[src/design/itp_pkg.sv]
`timescale 1ns / 1ps
// shared types, character codes and helpers for the infix to postfix converter
package itp_pkg;

  // stack depth default
  localparam int STACK_DEPTH_DEF = 32;

  // character codes
  localparam logic [7:0] CH_POW   = 8'h5E;  // '^'
  localparam logic [7:0] CH_MUL   = 8'h2A;  // '*'
  localparam logic [7:0] CH_DIV   = 8'h2F;  // '/'
  localparam logic [7:0] CH_ADD   = 8'h2B;  // '+'
  localparam logic [7:0] CH_SUB   = 8'h2D;  // '-'
  localparam logic [7:0] CH_OPEN  = 8'h28;  // '('
  localparam logic [7:0] CH_CLOSE = 8'h29;  // ')'

  // result status codes
  typedef enum logic [1:0] {
    ST_OK        = 2'd0,
    ST_OVERFLOW  = 2'd1,
    ST_UNMATCHED = 2'd2
  } status_t;

  // sequencer states
  typedef enum logic [2:0] {
    S_IDLE,
    S_RD,
    S_CHK,
    S_PUSH,
    S_FIN
  } state_t;

  // what the pop loop is working for
  typedef enum logic [1:0] {
    M_PAREN,
    M_OP,
    M_FLUSH
  } mode_t;

  // rank with the unranked case mapped to zero, order kept
  function automatic logic [1:0] rank_of(logic [7:0] c);
    logic [1:0] r;
    r = 2'd0;
    if (c == CH_POW) r = 2'd3;
    else if (c == CH_MUL || c == CH_DIV) r = 2'd2;
    else if (c == CH_ADD || c == CH_SUB) r = 2'd1;
    return r;
  endfunction

  // ascii digits and letters
  function automatic logic is_alnum(logic [7:0] c);
    return (c >= 8'h30 && c <= 8'h39) || (c >= 8'h41 && c <= 8'h5A) ||
           (c >= 8'h61 && c <= 8'h7A);
  endfunction

endpackage

[src/design/itp_expr_if.sv]
`timescale 1ns / 1ps
// input channel: one infix character a word
interface itp_expr_if;
  logic       valid;
  logic       ready;
  logic [7:0] ch;
  logic       expr_end;

  modport source (output valid, output ch, output expr_end, input ready);
  modport sink   (input valid, input ch, input expr_end, output ready);
endinterface

[src/design/itp_postfix_if.sv]
`timescale 1ns / 1ps
// output channel: one postfix character a word
interface itp_postfix_if;
  logic       valid;
  logic       ready;
  logic [7:0] out_char;
  logic       run_last;
  logic [1:0] status;

  modport source (output valid, output out_char, output run_last, output status, input ready);
  modport sink   (input valid, input out_char, input run_last, input status, output ready);
endinterface

[src/design/infix_to_postfix_converter_top.sv]
`timescale 1ns / 1ps
// Shunting-yard infix to postfix converter. Characters enter one word at a time on expr,
// postfix words leave on postfix, with run_last on the final word caused by each input
// word and status flagging a dropped character (stack overflow, unmatched ')'). The
// operator stack sits in a single-port-style synchronous memory of STACK_DEPTH entries.
// One input word is worked on at a time. A letter, digit or unmatched ')' is accepted and
// then its held word is released, and a '(' has a push step between the two. Every stack
// entry examined takes a memory read, then a compare and pop: a matched ')' examines
// entries down to the discarded '(', and an operator examines entries until one stops
// the pops or the stack is empty, then pushes. With expr_end set the flush then reads and
// pops every stack entry. A result that finds the pending and output words both held while
// postfix.ready is low stalls until the output drains. Each result is held in a pending
// register so that run_last is known when it is handed to the output register; the output
// register lets a new input word be taken while a word waits.
module infix_to_postfix_converter_top #(
  parameter int STACK_DEPTH = itp_pkg::STACK_DEPTH_DEF
) (
  input  logic        clk,
  input  logic        rst,
  itp_expr_if.sink    expr,
  itp_postfix_if.source postfix
);

  localparam int AW = (STACK_DEPTH > 1) ? $clog2(STACK_DEPTH) : 1;
  localparam int CW = $clog2(STACK_DEPTH + 1);

  // operator stack
  logic [7:0]    stack_mem [STACK_DEPTH];
  logic          wr_en;
  logic          rd_en;
  logic [AW-1:0] wr_addr;
  logic [AW-1:0] rd_addr;
  logic [7:0]    rd_data;

  // control registers
  itp_pkg::state_t state, state_next;
  itp_pkg::mode_t  mode, mode_next;
  logic [CW-1:0]   count, count_next;
  logic [CW-1:0]   open_count, open_count_next;
  logic [7:0]      cur_char;
  logic            cur_last;

  // pending and output words
  logic            p_valid;
  logic [7:0]      p_char;
  itp_pkg::status_t p_status;
  logic            o_valid;
  logic [7:0]      o_char;
  logic            o_last;
  itp_pkg::status_t o_status;

  // generator controls
  logic            gen_valid;
  logic [7:0]      gen_char;
  itp_pkg::status_t gen_status;
  logic            fin_release;
  logic            out_free;
  logic            emit_ok;
  logic            last_v;
  logic [CW-1:0]   count_dec;
  logic            stop_op;
  logic            stack_full;

  assign out_free   = !o_valid || postfix.ready;
  assign emit_ok    = !p_valid || out_free;
  assign count_dec  = count - CW'(1);
  assign stack_full = (count >= CW'(STACK_DEPTH));
  assign wr_addr    = count[AW-1:0];
  assign rd_addr    = count_dec[AW-1:0];

  // operator pops: '^' pops only strictly higher rank
  always_comb begin
    if (rd_data == itp_pkg::CH_OPEN) begin
      stop_op = 1'b1;
    end else if (cur_char == itp_pkg::CH_POW) begin
      stop_op = itp_pkg::rank_of(rd_data) <= itp_pkg::rank_of(cur_char);
    end else begin
      stop_op = itp_pkg::rank_of(rd_data) < itp_pkg::rank_of(cur_char);
    end
  end

  // stack memory
  always_ff @(posedge clk) begin
    if (wr_en) begin
      stack_mem[wr_addr] <= cur_char;
    end
    if (rd_en) begin
      rd_data <= stack_mem[rd_addr];
    end
  end

  // state and control registers
  always_ff @(posedge clk) begin
    if (rst) begin
      state      <= itp_pkg::S_IDLE;
      mode       <= itp_pkg::M_FLUSH;
      count      <= '0;
      open_count <= '0;
    end else begin
      state      <= state_next;
      mode       <= mode_next;
      count      <= count_next;
      open_count <= open_count_next;
    end
  end

  // latched input word
  always_ff @(posedge clk) begin
    if (state == itp_pkg::S_IDLE && expr.valid) begin
      cur_char <= expr.ch;
      cur_last <= expr.expr_end;
    end
  end

  // next state, stack updates and result generation
  always_comb begin
    state_next      = state;
    mode_next       = mode;
    count_next      = count;
    open_count_next = open_count;
    gen_valid       = 1'b0;
    gen_char        = rd_data;
    gen_status      = itp_pkg::ST_OK;
    fin_release     = 1'b0;
    wr_en           = 1'b0;
    rd_en           = 1'b0;
    last_v          = (state == itp_pkg::S_IDLE) ? expr.expr_end : cur_last;
    expr.ready      = (state == itp_pkg::S_IDLE);

    unique case (state)
      itp_pkg::S_IDLE: begin
        if (expr.valid) begin
          state_next = last_v ? itp_pkg::S_RD : itp_pkg::S_FIN;
          if (last_v) mode_next = itp_pkg::M_FLUSH;
          gen_char = expr.ch;
          if (itp_pkg::is_alnum(expr.ch)) begin
            gen_valid = 1'b1;
          end else if (expr.ch == itp_pkg::CH_OPEN) begin
            state_next = itp_pkg::S_PUSH;
          end else if (expr.ch == itp_pkg::CH_CLOSE) begin
            if (open_count == '0) begin
              gen_valid  = 1'b1;
              gen_status = itp_pkg::ST_UNMATCHED;
            end else begin
              mode_next  = itp_pkg::M_PAREN;
              state_next = itp_pkg::S_RD;
            end
          end else begin
            mode_next  = itp_pkg::M_OP;
            state_next = itp_pkg::S_RD;
          end
        end
      end

      itp_pkg::S_RD: begin
        if (count == '0) begin
          if (mode == itp_pkg::M_OP) begin
            state_next = itp_pkg::S_PUSH;
          end else if (mode == itp_pkg::M_PAREN && last_v) begin
            mode_next  = itp_pkg::M_FLUSH;
            state_next = itp_pkg::S_RD;
          end else begin
            state_next = itp_pkg::S_FIN;
          end
        end else begin
          rd_en      = 1'b1;
          state_next = itp_pkg::S_CHK;
        end
      end

      itp_pkg::S_CHK: begin
        if (mode == itp_pkg::M_PAREN && rd_data == itp_pkg::CH_OPEN) begin
          // matching '(' is discarded
          count_next      = count_dec;
          open_count_next = open_count - CW'(1);
          if (last_v) begin
            mode_next  = itp_pkg::M_FLUSH;
            state_next = itp_pkg::S_RD;
          end else begin
            state_next = itp_pkg::S_FIN;
          end
        end else if (mode == itp_pkg::M_OP && stop_op) begin
          state_next = itp_pkg::S_PUSH;
        end else if (emit_ok) begin
          gen_valid  = 1'b1;
          count_next = count_dec;
          if (rd_data == itp_pkg::CH_OPEN) open_count_next = open_count - CW'(1);
          state_next = itp_pkg::S_RD;
        end
      end

      itp_pkg::S_PUSH: begin
        gen_char = cur_char;
        if (!stack_full) begin
          wr_en      = 1'b1;
          count_next = count + CW'(1);
          if (cur_char == itp_pkg::CH_OPEN) open_count_next = open_count + CW'(1);
          mode_next  = itp_pkg::M_FLUSH;
          state_next = last_v ? itp_pkg::S_RD : itp_pkg::S_FIN;
        end else if (emit_ok) begin
          gen_valid  = 1'b1;
          gen_status = itp_pkg::ST_OVERFLOW;
          mode_next  = itp_pkg::M_FLUSH;
          state_next = last_v ? itp_pkg::S_RD : itp_pkg::S_FIN;
        end
      end

      itp_pkg::S_FIN: begin
        if (!p_valid) begin
          state_next = itp_pkg::S_IDLE;
        end else if (out_free) begin
          fin_release = 1'b1;
          state_next  = itp_pkg::S_IDLE;
        end
      end

      default: begin
        state_next = itp_pkg::S_IDLE;
      end
    endcase
  end

  // pending word and output register
  always_ff @(posedge clk) begin
    if (rst) begin
      p_valid <= 1'b0;
      o_valid <= 1'b0;
    end else begin
      if (postfix.ready) o_valid <= 1'b0;
      if (gen_valid) begin
        if (p_valid) begin
          o_valid  <= 1'b1;
          o_char   <= p_char;
          o_status <= p_status;
          o_last   <= 1'b0;
        end
        p_valid  <= 1'b1;
        p_char   <= gen_char;
        p_status <= gen_status;
      end else if (fin_release) begin
        o_valid  <= 1'b1;
        o_char   <= p_char;
        o_status <= p_status;
        o_last   <= 1'b1;
        p_valid  <= 1'b0;
      end
    end
  end

  assign postfix.valid    = o_valid;
  assign postfix.out_char = o_char;
  assign postfix.run_last = o_last;
  assign postfix.status   = o_status;

endmodule

[src/flat_wrapper.sv]
// flat-port wrapper written by rule: the top's interface ports become plain ports
module infix_to_postfix_converter_top_flat 
#(
  parameter int STACK_DEPTH = itp_pkg::STACK_DEPTH_DEF
)
  (clk, rst, expr_valid, expr_ch, expr_expr_end, expr_ready, postfix_valid, postfix_out_char, postfix_run_last, postfix_status, postfix_ready);
  itp_expr_if expr_i ();
  itp_postfix_if postfix_i ();
  input  logic clk;
  input  logic rst;
  input wire logic [$bits(expr_i.valid)-1:0] expr_valid;
  input wire logic [$bits(expr_i.ch)-1:0] expr_ch;
  input wire logic [$bits(expr_i.expr_end)-1:0] expr_expr_end;
  output wire logic [$bits(expr_i.ready)-1:0] expr_ready;
  output wire logic [$bits(postfix_i.valid)-1:0] postfix_valid;
  output wire logic [$bits(postfix_i.out_char)-1:0] postfix_out_char;
  output wire logic [$bits(postfix_i.run_last)-1:0] postfix_run_last;
  output wire logic [$bits(postfix_i.status)-1:0] postfix_status;
  input wire logic [$bits(postfix_i.ready)-1:0] postfix_ready;
  assign expr_i.valid = expr_valid;
  assign expr_i.ch = expr_ch;
  assign expr_i.expr_end = expr_expr_end;
  assign expr_ready = expr_i.ready;
  assign postfix_valid = postfix_i.valid;
  assign postfix_out_char = postfix_i.out_char;
  assign postfix_run_last = postfix_i.run_last;
  assign postfix_status = postfix_i.status;
  assign postfix_i.ready = postfix_ready;
  infix_to_postfix_converter_top #(.STACK_DEPTH(STACK_DEPTH)) u_core (.clk(clk), .rst(rst), .expr(expr_i), .postfix(postfix_i));
endmodule
[config.mk]
export PLATFORM = sky130hd
export DESIGN_NAME = infix_to_postfix_converter_top_flat
export DESIGN_NICKNAME = d
export VERILOG_FILES = /design/src/design/itp_pkg.sv /design/src/design/itp_expr_if.sv /design/src/design/itp_postfix_if.sv /design/src/design/infix_to_postfix_converter_top.sv /design/src/flat_wrapper.sv
export SDC_FILE = /design/constraint.sdc
export NUM_CORES = 1
export LEC_CHECK = 0
export BUFFER_PORTS_ARGS = -buffer_cell sky130_fd_sc_hd__buf_2
export CORE_UTILIZATION = 50
export CTS_BUF_LIST = sky130_fd_sc_hd__clkbuf_8
export DETAILED_ROUTE_END_ITERATION = 12
export PLACE_DENSITY_LB_ADDON = 0.3
export SLEW_MARGIN = 5
export SYNTH_ARGS = -nofsm -noshare
export SYNTH_HDL_FRONTEND = slang
export SYNTH_SLANG_ARGS = --single-unit
[constraint.sdc]
create_clock -name clk -period 4.62 [get_ports clk]
set_clock_uncertainty 0.05 [all_clocks]
set_input_delay 1.155 -clock clk [delete_from_list [all_inputs] [get_ports clk]]
set_output_delay 1.155 -clock clk [all_outputs]
set_load 0.03 [all_outputs]
==> Word-level counts from Yosys, hierarchy flattened <==
Memories as Yosys holds them, arrays and structs flattened. A register that Yosys moved wholly into a read port is not among the register bits.
Index checks and enable logic that the tools add are counted.
W data, S select, Z words.
{ "classes": {"mux": 102, "n_bitwise": 1, "reduce_logical": 30, "n_addsub": 4, "magnitude_cmp": 9, "eq_ne": 33} }
{ "ops": {"columns": ["cell", "n"], "rows": [
  ["$eq A8 B6 Y1 const B", 12],
  ["$mux W2", 32],
  ["$mux W6", 10],
  ["$mux W3", 16],
  ["$mux W1", 33],
  ["$mux W8", 4],
  ["$pmux W6 S2", 2],
  ["$eq A8 B7 Y1 const B", 2],
  ["$ge A8 B7 Y1 const B", 2],
  ["$le A8 B7 Y1 const B", 2],
  ["$pmux W8 S2", 1],
  ["$pmux W3 S5", 1],
  ["$add A6 B1 Y6 const B", 2],
  ["$logic_not A6 Y1", 2],
  ["$sub A6 B1 Y6 const B", 2],
  ["$ne A2 B1 Y1 const B", 5],
  ["$ge A8 B6 Y1 const B", 1],
  ["$le A8 B6 Y1 const B", 1],
  ["$logic_or A1 B1 Y1", 8],
  ["$pmux W2 S4", 1],
  ["$reduce_and A4 Y1", 2],
  ["$logic_and A1 B1 Y1", 7],
  ["$reduce_and A7 Y1", 1],
  ["$eq A3 B2 Y1 const B", 2],
  ["22 further kinds", 28]
]} }
{ "word_totals": {"out_inout_bits": 13, "mem_bits_rw": 256, "register_bits": 49, "input_bits": 13, "word_cells": 193, "mem_count": 1} }
{ "memory_table": {"columns": ["memory", "words", "width", "read_ports", "rd_clocked_by_memory_dff", "wr", "line_no", "rtl"], "rows": [
  ["u_core.stack_mem", 32, 8, 1, 1, 1, "infix_to_postfix_converter_top.sv:28", "logic [7:0] stack_mem [STACK_DEPTH];"]
]} }

==> Longest topological paths before layout <==
{ "logic_depth": {"word_depth": 16, "depth_mapped": 12, "ltp_nobuf": 11} }

==> Worst setup path after synthesis <==
OpenSTA, ideal clock, no wires.
{ "synth_path": {"path_kind": "flip-flop to flip-flop", "from": "reg u_core.cur_char[3]", "to": "reg u_core.o_char[0] (netlist: u_core.postfix.out_char[0]) (enable)", "setup_slack_ns": 1.323, "arrival_time_ns": 2.919, "required_ns": 4.242, "period_less_slack_ns": 3.297, "stages_incl_launch_ff": 10, "path_buffers": 0, "setup_ns": 0.328, "cell_sequence": "edfxtp_1 > nor4b_2 > nand4_1 > ha_1 > nor4bb_1 > nand4_1 > a311o_1 > and2_1 > a211oi_2 > a21oi_1"} }
{ "synth_via": {"elab_chain_cells": 15, "word_cells_on_any_way": 21, "classes_between": "order compare: 1; eq/ne: 6; mux: 9; reduce/logical: 5"} }
{ "synth_lines": {"columns": ["item", "line_no", "rtl"], "rows": [
  ["start: declaration", "infix_to_postfix_converter_top.sv:40", "logic [7:0] cur_char;"],
  ["start signal: assignment", "infix_to_postfix_converter_top.sv:110", "cur_char <= expr.ch;"],
  ["$eq A8 B6 Y1", "itp_pkg.sv:46", "else if (c == CH_ADD || c == CH_SUB) r = 2'd1;"],
  ["$logic_or A1 B1 Y1", "itp_pkg.sv:46", null],
  ["$mux W1", "itp_pkg.sv:46", null],
  ["$mux W2", "itp_pkg.sv:45", "else if (c == CH_MUL || c == CH_DIV) r = 2'd2;"],
  ["$mux W2", "infix_to_postfix_converter_top.sv:75", "end else if (cur_char == itp_pkg::CH_POW) begin"],
  ["$mux W2", "infix_to_postfix_converter_top.sv:73", "if (rd_data == itp_pkg::CH_OPEN) begin"],
  ["$lt A2 B2 Y1", "infix_to_postfix_converter_top.sv:78", "stop_op = itp_pkg::rank_of(rd_data) < itp_pkg::rank_of(cur_char);"],
  ["$mux W1 (*)", "infix_to_postfix_converter_top.sv:75", null],
  ["$mux W1 (*)", "infix_to_postfix_converter_top.sv:73", null],
  ["$logic_and A1 B1 Y1 (*)", "infix_to_postfix_converter_top.sv:182", "end else if (mode == itp_pkg::M_OP && stop_op) begin"],
  ["$mux W1 (*)", "infix_to_postfix_converter_top.sv:182", null],
  ["$mux W1 (*)", "infix_to_postfix_converter_top.sv:172", "if (mode == itp_pkg::M_PAREN && rd_data == itp_pkg::CH_OPEN) begin"],
  ["$pmux W1 S3 (*)", "infix_to_postfix_converter_top.sv:130", "unique case (state)"],
  ["$ne A2 B1 Y1 (no source line) / $reduce_bool A2 Y1 (equally long branches)", null, null],
  ["$reduce_and A3 Y1 (no source line) (*)", null, null],
  ["end signal: assignment", "infix_to_postfix_converter_top.sv:233", "o_char <= p_char;"],
  ["end signal: assignment", "infix_to_postfix_converter_top.sv:242", "o_char <= p_char;"],
  ["end: declaration", "infix_to_postfix_converter_top.sv:48", "logic [7:0] o_char;"]
]} }
Mark *: on every way between the ends. The rest lies on a longest branch, timed or not. The select of a mux whose other input is x is not followed.
A chain may end at the register's enable or synchronous reset.

==> Worst setup path after layout <==
{ "layout_path": {"from": "reg u_core.cur_char[6]", "to": "reg u_core.p_char[4] (enable)"} }
{ "layout_via": {"elab_chain_cells": 14, "word_cells_on_any_way": 19, "classes_between": "order compare: 1; eq/ne: 5; mux: 9; reduce/logical: 4"} }
{ "layout_lines": {"columns": ["item", "line_no", "rtl"], "rows": [
  ["$eq A8 B6 Y1", "itp_pkg.sv:46", null],
  ["$logic_or A1 B1 Y1", "itp_pkg.sv:46", null],
  ["$mux W1", "itp_pkg.sv:46", null],
  ["$mux W2", "itp_pkg.sv:45", null],
  ["$mux W2", "infix_to_postfix_converter_top.sv:75", null],
  ["$mux W2", "infix_to_postfix_converter_top.sv:73", null],
  ["$lt A2 B2 Y1", "infix_to_postfix_converter_top.sv:78", null],
  ["$mux W1 (*)", "infix_to_postfix_converter_top.sv:75", null],
  ["$mux W1 (*)", "infix_to_postfix_converter_top.sv:73", null],
  ["$logic_and A1 B1 Y1 (*)", "infix_to_postfix_converter_top.sv:182", null],
  ["$mux W1 (*)", "infix_to_postfix_converter_top.sv:182", null],
  ["$mux W1 (*)", "infix_to_postfix_converter_top.sv:172", null],
  ["$pmux W1 S3 (*)", "infix_to_postfix_converter_top.sv:130", null],
  ["$reduce_and A2 Y1 (no source line) (*)", null, null],
  ["end signal: assignment", "infix_to_postfix_converter_top.sv:238", "p_char <= gen_char;"],
  ["end: declaration", "infix_to_postfix_converter_top.sv:45", "logic [7:0] p_char;"]
]} }
Marked as above.

==> summary.md <==
| Metric | Value |
|---|---|
| Cts repair resizes | 0 |
| Pint | 0.00424 W |
| Initial Utilization | 51.2% |
| MaxCap Viol Count | 0 |
| Total grt overflow | 0 |
| Total power | 0.00548 W |
| DRT iter0 DRCs | 822 |
| Vias per inst | 6.06 |
| Flops & latches, synth | 313 |
| TritonCTS clock tree | done |
| Fraction of layout cells with a size suffix above 1 | 24.9% |
| Post-CTS Hold Buffers | 0 |
| Type of the most critical hold path | flop to flop |
| Worst path required time | 4.80 ns |
| Buffers on Ports | 25 |
| Period utilization | 73.8% |
| Post-Syn Area per Cell | 18.4 um^2 |
| Classification of the worst setup path | flop to flop |
| Sequential share of power | 58.0% |
| Chip Height | 163 um |
| Top_reg_cell synth | edfxtp_1 |
| Status | finished clean |
| Area share of the largest cell type after synthesis | 68.1% |
| First-pass GRT wire length | 41000 um |
| Io pins | 26 |
| Residual DRC | 0 |
| Slew Limit Fails | 0 |
| Area grow syn2layout | 10.5% |
| Post-synth top area cell | edfxtp_1 |
| Top post-synthesis cells by area | edfxtp_1, mux4_2, dfxtp_1 |
| Worst slew pin tran | 1.03 ns |
| Final instance area | 14300 um^2 |
| Initial antenna violation count | 0 |
| Vias in the first global route | 6929 |
| Post-route minimum period | 3.41 ns |
| Ys Warns | 0 |
| GRT Util Overall | 21.0% |
| Routed vias | 6852 |
| Syn_nets | 730 |
| Lkg Pwr | 4.52 nW |
| CTS H-Tree Depth | 2 |
| Clock Tree Buf Depth | 3 |
| Num CTS Buffers | 49 |
| EDFF count, synth | 294 |
| Worst reg-to-reg setup slack | 1.21 ns |
| Dpl hpwl | 16700 um |
| Syn Inst Count | 706 |
| Combinational Power Share | 5.2% |
| Final Hold Fails | 0 |
| Most frequent cell after synthesis | edfxtp_1 |
| Num Clock Sinks | 313 |
| Net Sw Frac | 22.5% |
| Postcts setup bufs | 0 |
| Setup TNS | 0 ns |
| Layout Utilization | 56.5% |
| Die area | 26600 um^2 |
| # setup viols final | 0 |
| Synth unique cells | 63 |
| Diode count | 0 |
| Fmax | 293 MHz |
| Site Rows | 58 |
| PD cells | 383 nW/um^2 |
| Power share of the clock group | 36.8% |
| Core Region | 25300 um^2 |
| CP Capture Type | flop |
| WL final | 26800 um |
| Slew HR | 31.3% |
| VDD IR max | 0.269 mV |
| Die X | 163 um |
| Final Wtd Congestion | 0.875 |
| Post-route ant nets | 0 |
| Synth cell count leaders | edfxtp_1, mux4_2, nor2_1, nand2_1, dfxtp_1 |
| Sequential area share after synthesis | 71.1% |
| Clock Tree Root | clkbuf_8 |
| Clock transition at path regs | 0.06 ns |
| Pre-antenna DRT Iters | 5 |
| Mapped Area | 13000 um^2 |
| Crit path max fanout | 35 |
| DP Area | 13500 um^2 |
| WP data arrival | 3.59 ns |
| Nets | 792 |
| Wire length per cell | 23.7 um |
| Clk_lat worst skew | 0.56 ns |
| Startpoint Class | flop |
| Unrepaired setup endpoints after global routing | no |
| Asr flop ratio synth | 0% |
| Largest net degree at the start of global routing | 55 |
| Psw | 0.00123 W |
==> state kept, by name (all words and copies together), names as in the netlist, 2 cells and up <==
signal,count
u_core.stack_mem,256
u_core.cur_char,8
u_core.p_char,8
u_core.postfix.out_char,8
u_core.rd_data,8
u_core.count,6
u_core.open_count,6
u_core.state,3
u_core.mode,2
u_core.p_status,2
u_core.postfix.status,2
==> cells in the final DEF, fill, tap and decap left out, types with 4 or more instances in the layout <==
master	count
a21oi_1	18
buf_4	14
inv_1	22
nor2b_1	7
xor2_1	4
mux2_2	8
o21ai_0	5
clkinv_1	13
mux4_2	80
xnor2_1	6
or4_1	4
edfxtp_1	294
nor3_1	8
o31ai_1	6
dfxtp_1	18
nand2b_1	5
or3_1	8
buf_2	25
ha_1	9
nand2_1	32
a211oi_1	4
nor2_1	64
mux2i_1	5
clkbuf_8	50
inv_2	4
a31oi_1	4
a22oi_1	9
a21o_1	4
nand3_1	10
==> worst paths after layout <==
path,startpoint,endpoint,cells past startpoint
worst max-delay path,u_core.cur_char[6],u_core.p_char[4],10
worst min-delay path,u_core.p_char[7],u_core.postfix.out_char[7],0
worst max register to register,u_core.cur_char[6],u_core.p_char[4],10
worst min register to register,u_core.p_char[7],u_core.postfix.out_char[7],0
==> final cells by class <==
cell class | instances | area (um^2)
Fill cell | 1889 | 11000
Multi-Input combinational cell | 353 | 3570
Timing Repair Buffer | 40 | 250
Sequential cell | 313 | 9210
Clock inverter | 33 | 144
Clock buffer | 50 | 688
Inverter | 11 | 41.3
Tap cell | 330 | 413
==> cells by family after synthesis <==
family	count (synthesis)	share of synthesized area [%]
compound gates	67	3.64
xor+xnor	11	0.801
fa+ha+maj	11	1.12
buf+inv	40	1.43
flops	313	71.1
mux	95	15.2
simple gates	169	6.78
==> through the flow <==
stage / instances / setup slack, ns / hold WS (ns)
after CTS: 1130 / 1.16 / 0.371
after detailed placement: 1047 / 1.02 / 0.355
after floorplan: 706 / 1.32 / 0.350
after global placement: 1047 / 1.14 / 0.354
after global routing: 1130 / 0.874 / 0.392
final: 1130 / 1.21 / 0.369
==> power by group through the flow <==
stage	clock, W	combinational [W]	sequential [W]
2_1_floorplan	0	0.000154	0.00326
3_5_place_dp	0	0.000283	0.00323
6_report	0.00202	0.000283	0.00318
4_1_cts	0.00207	0.000283	0.00318
3_3_place_gp	0	0.000271	0.00323
5_1_grt	0.00219	0.000305	0.00318
==> worst max-delay path, stage by stage (launching register included) <==
cell and delay, ns:
edfxtp_1 0.35, buf_4 0.28, nor4b_2 0.41, nand4_1 0.14
ha_1 0.25, nor4bb_1 0.26, nand4_1 0.12, a311o_1 0.40
and2_1 0.20, a211oi_2 0.37, nor2_1 0.27
==> metal layers <==
layer	global-route usage [%]	vias up	part of all wire (%)
met1	29.9	3511	43
met2	33.0	288	47
met3	3.97	56	7.4
met5	0	-	0
met4	6.24	0	2.2
li1	-	2997	-
Note: power is estimated with default switching activity, not from simulation.
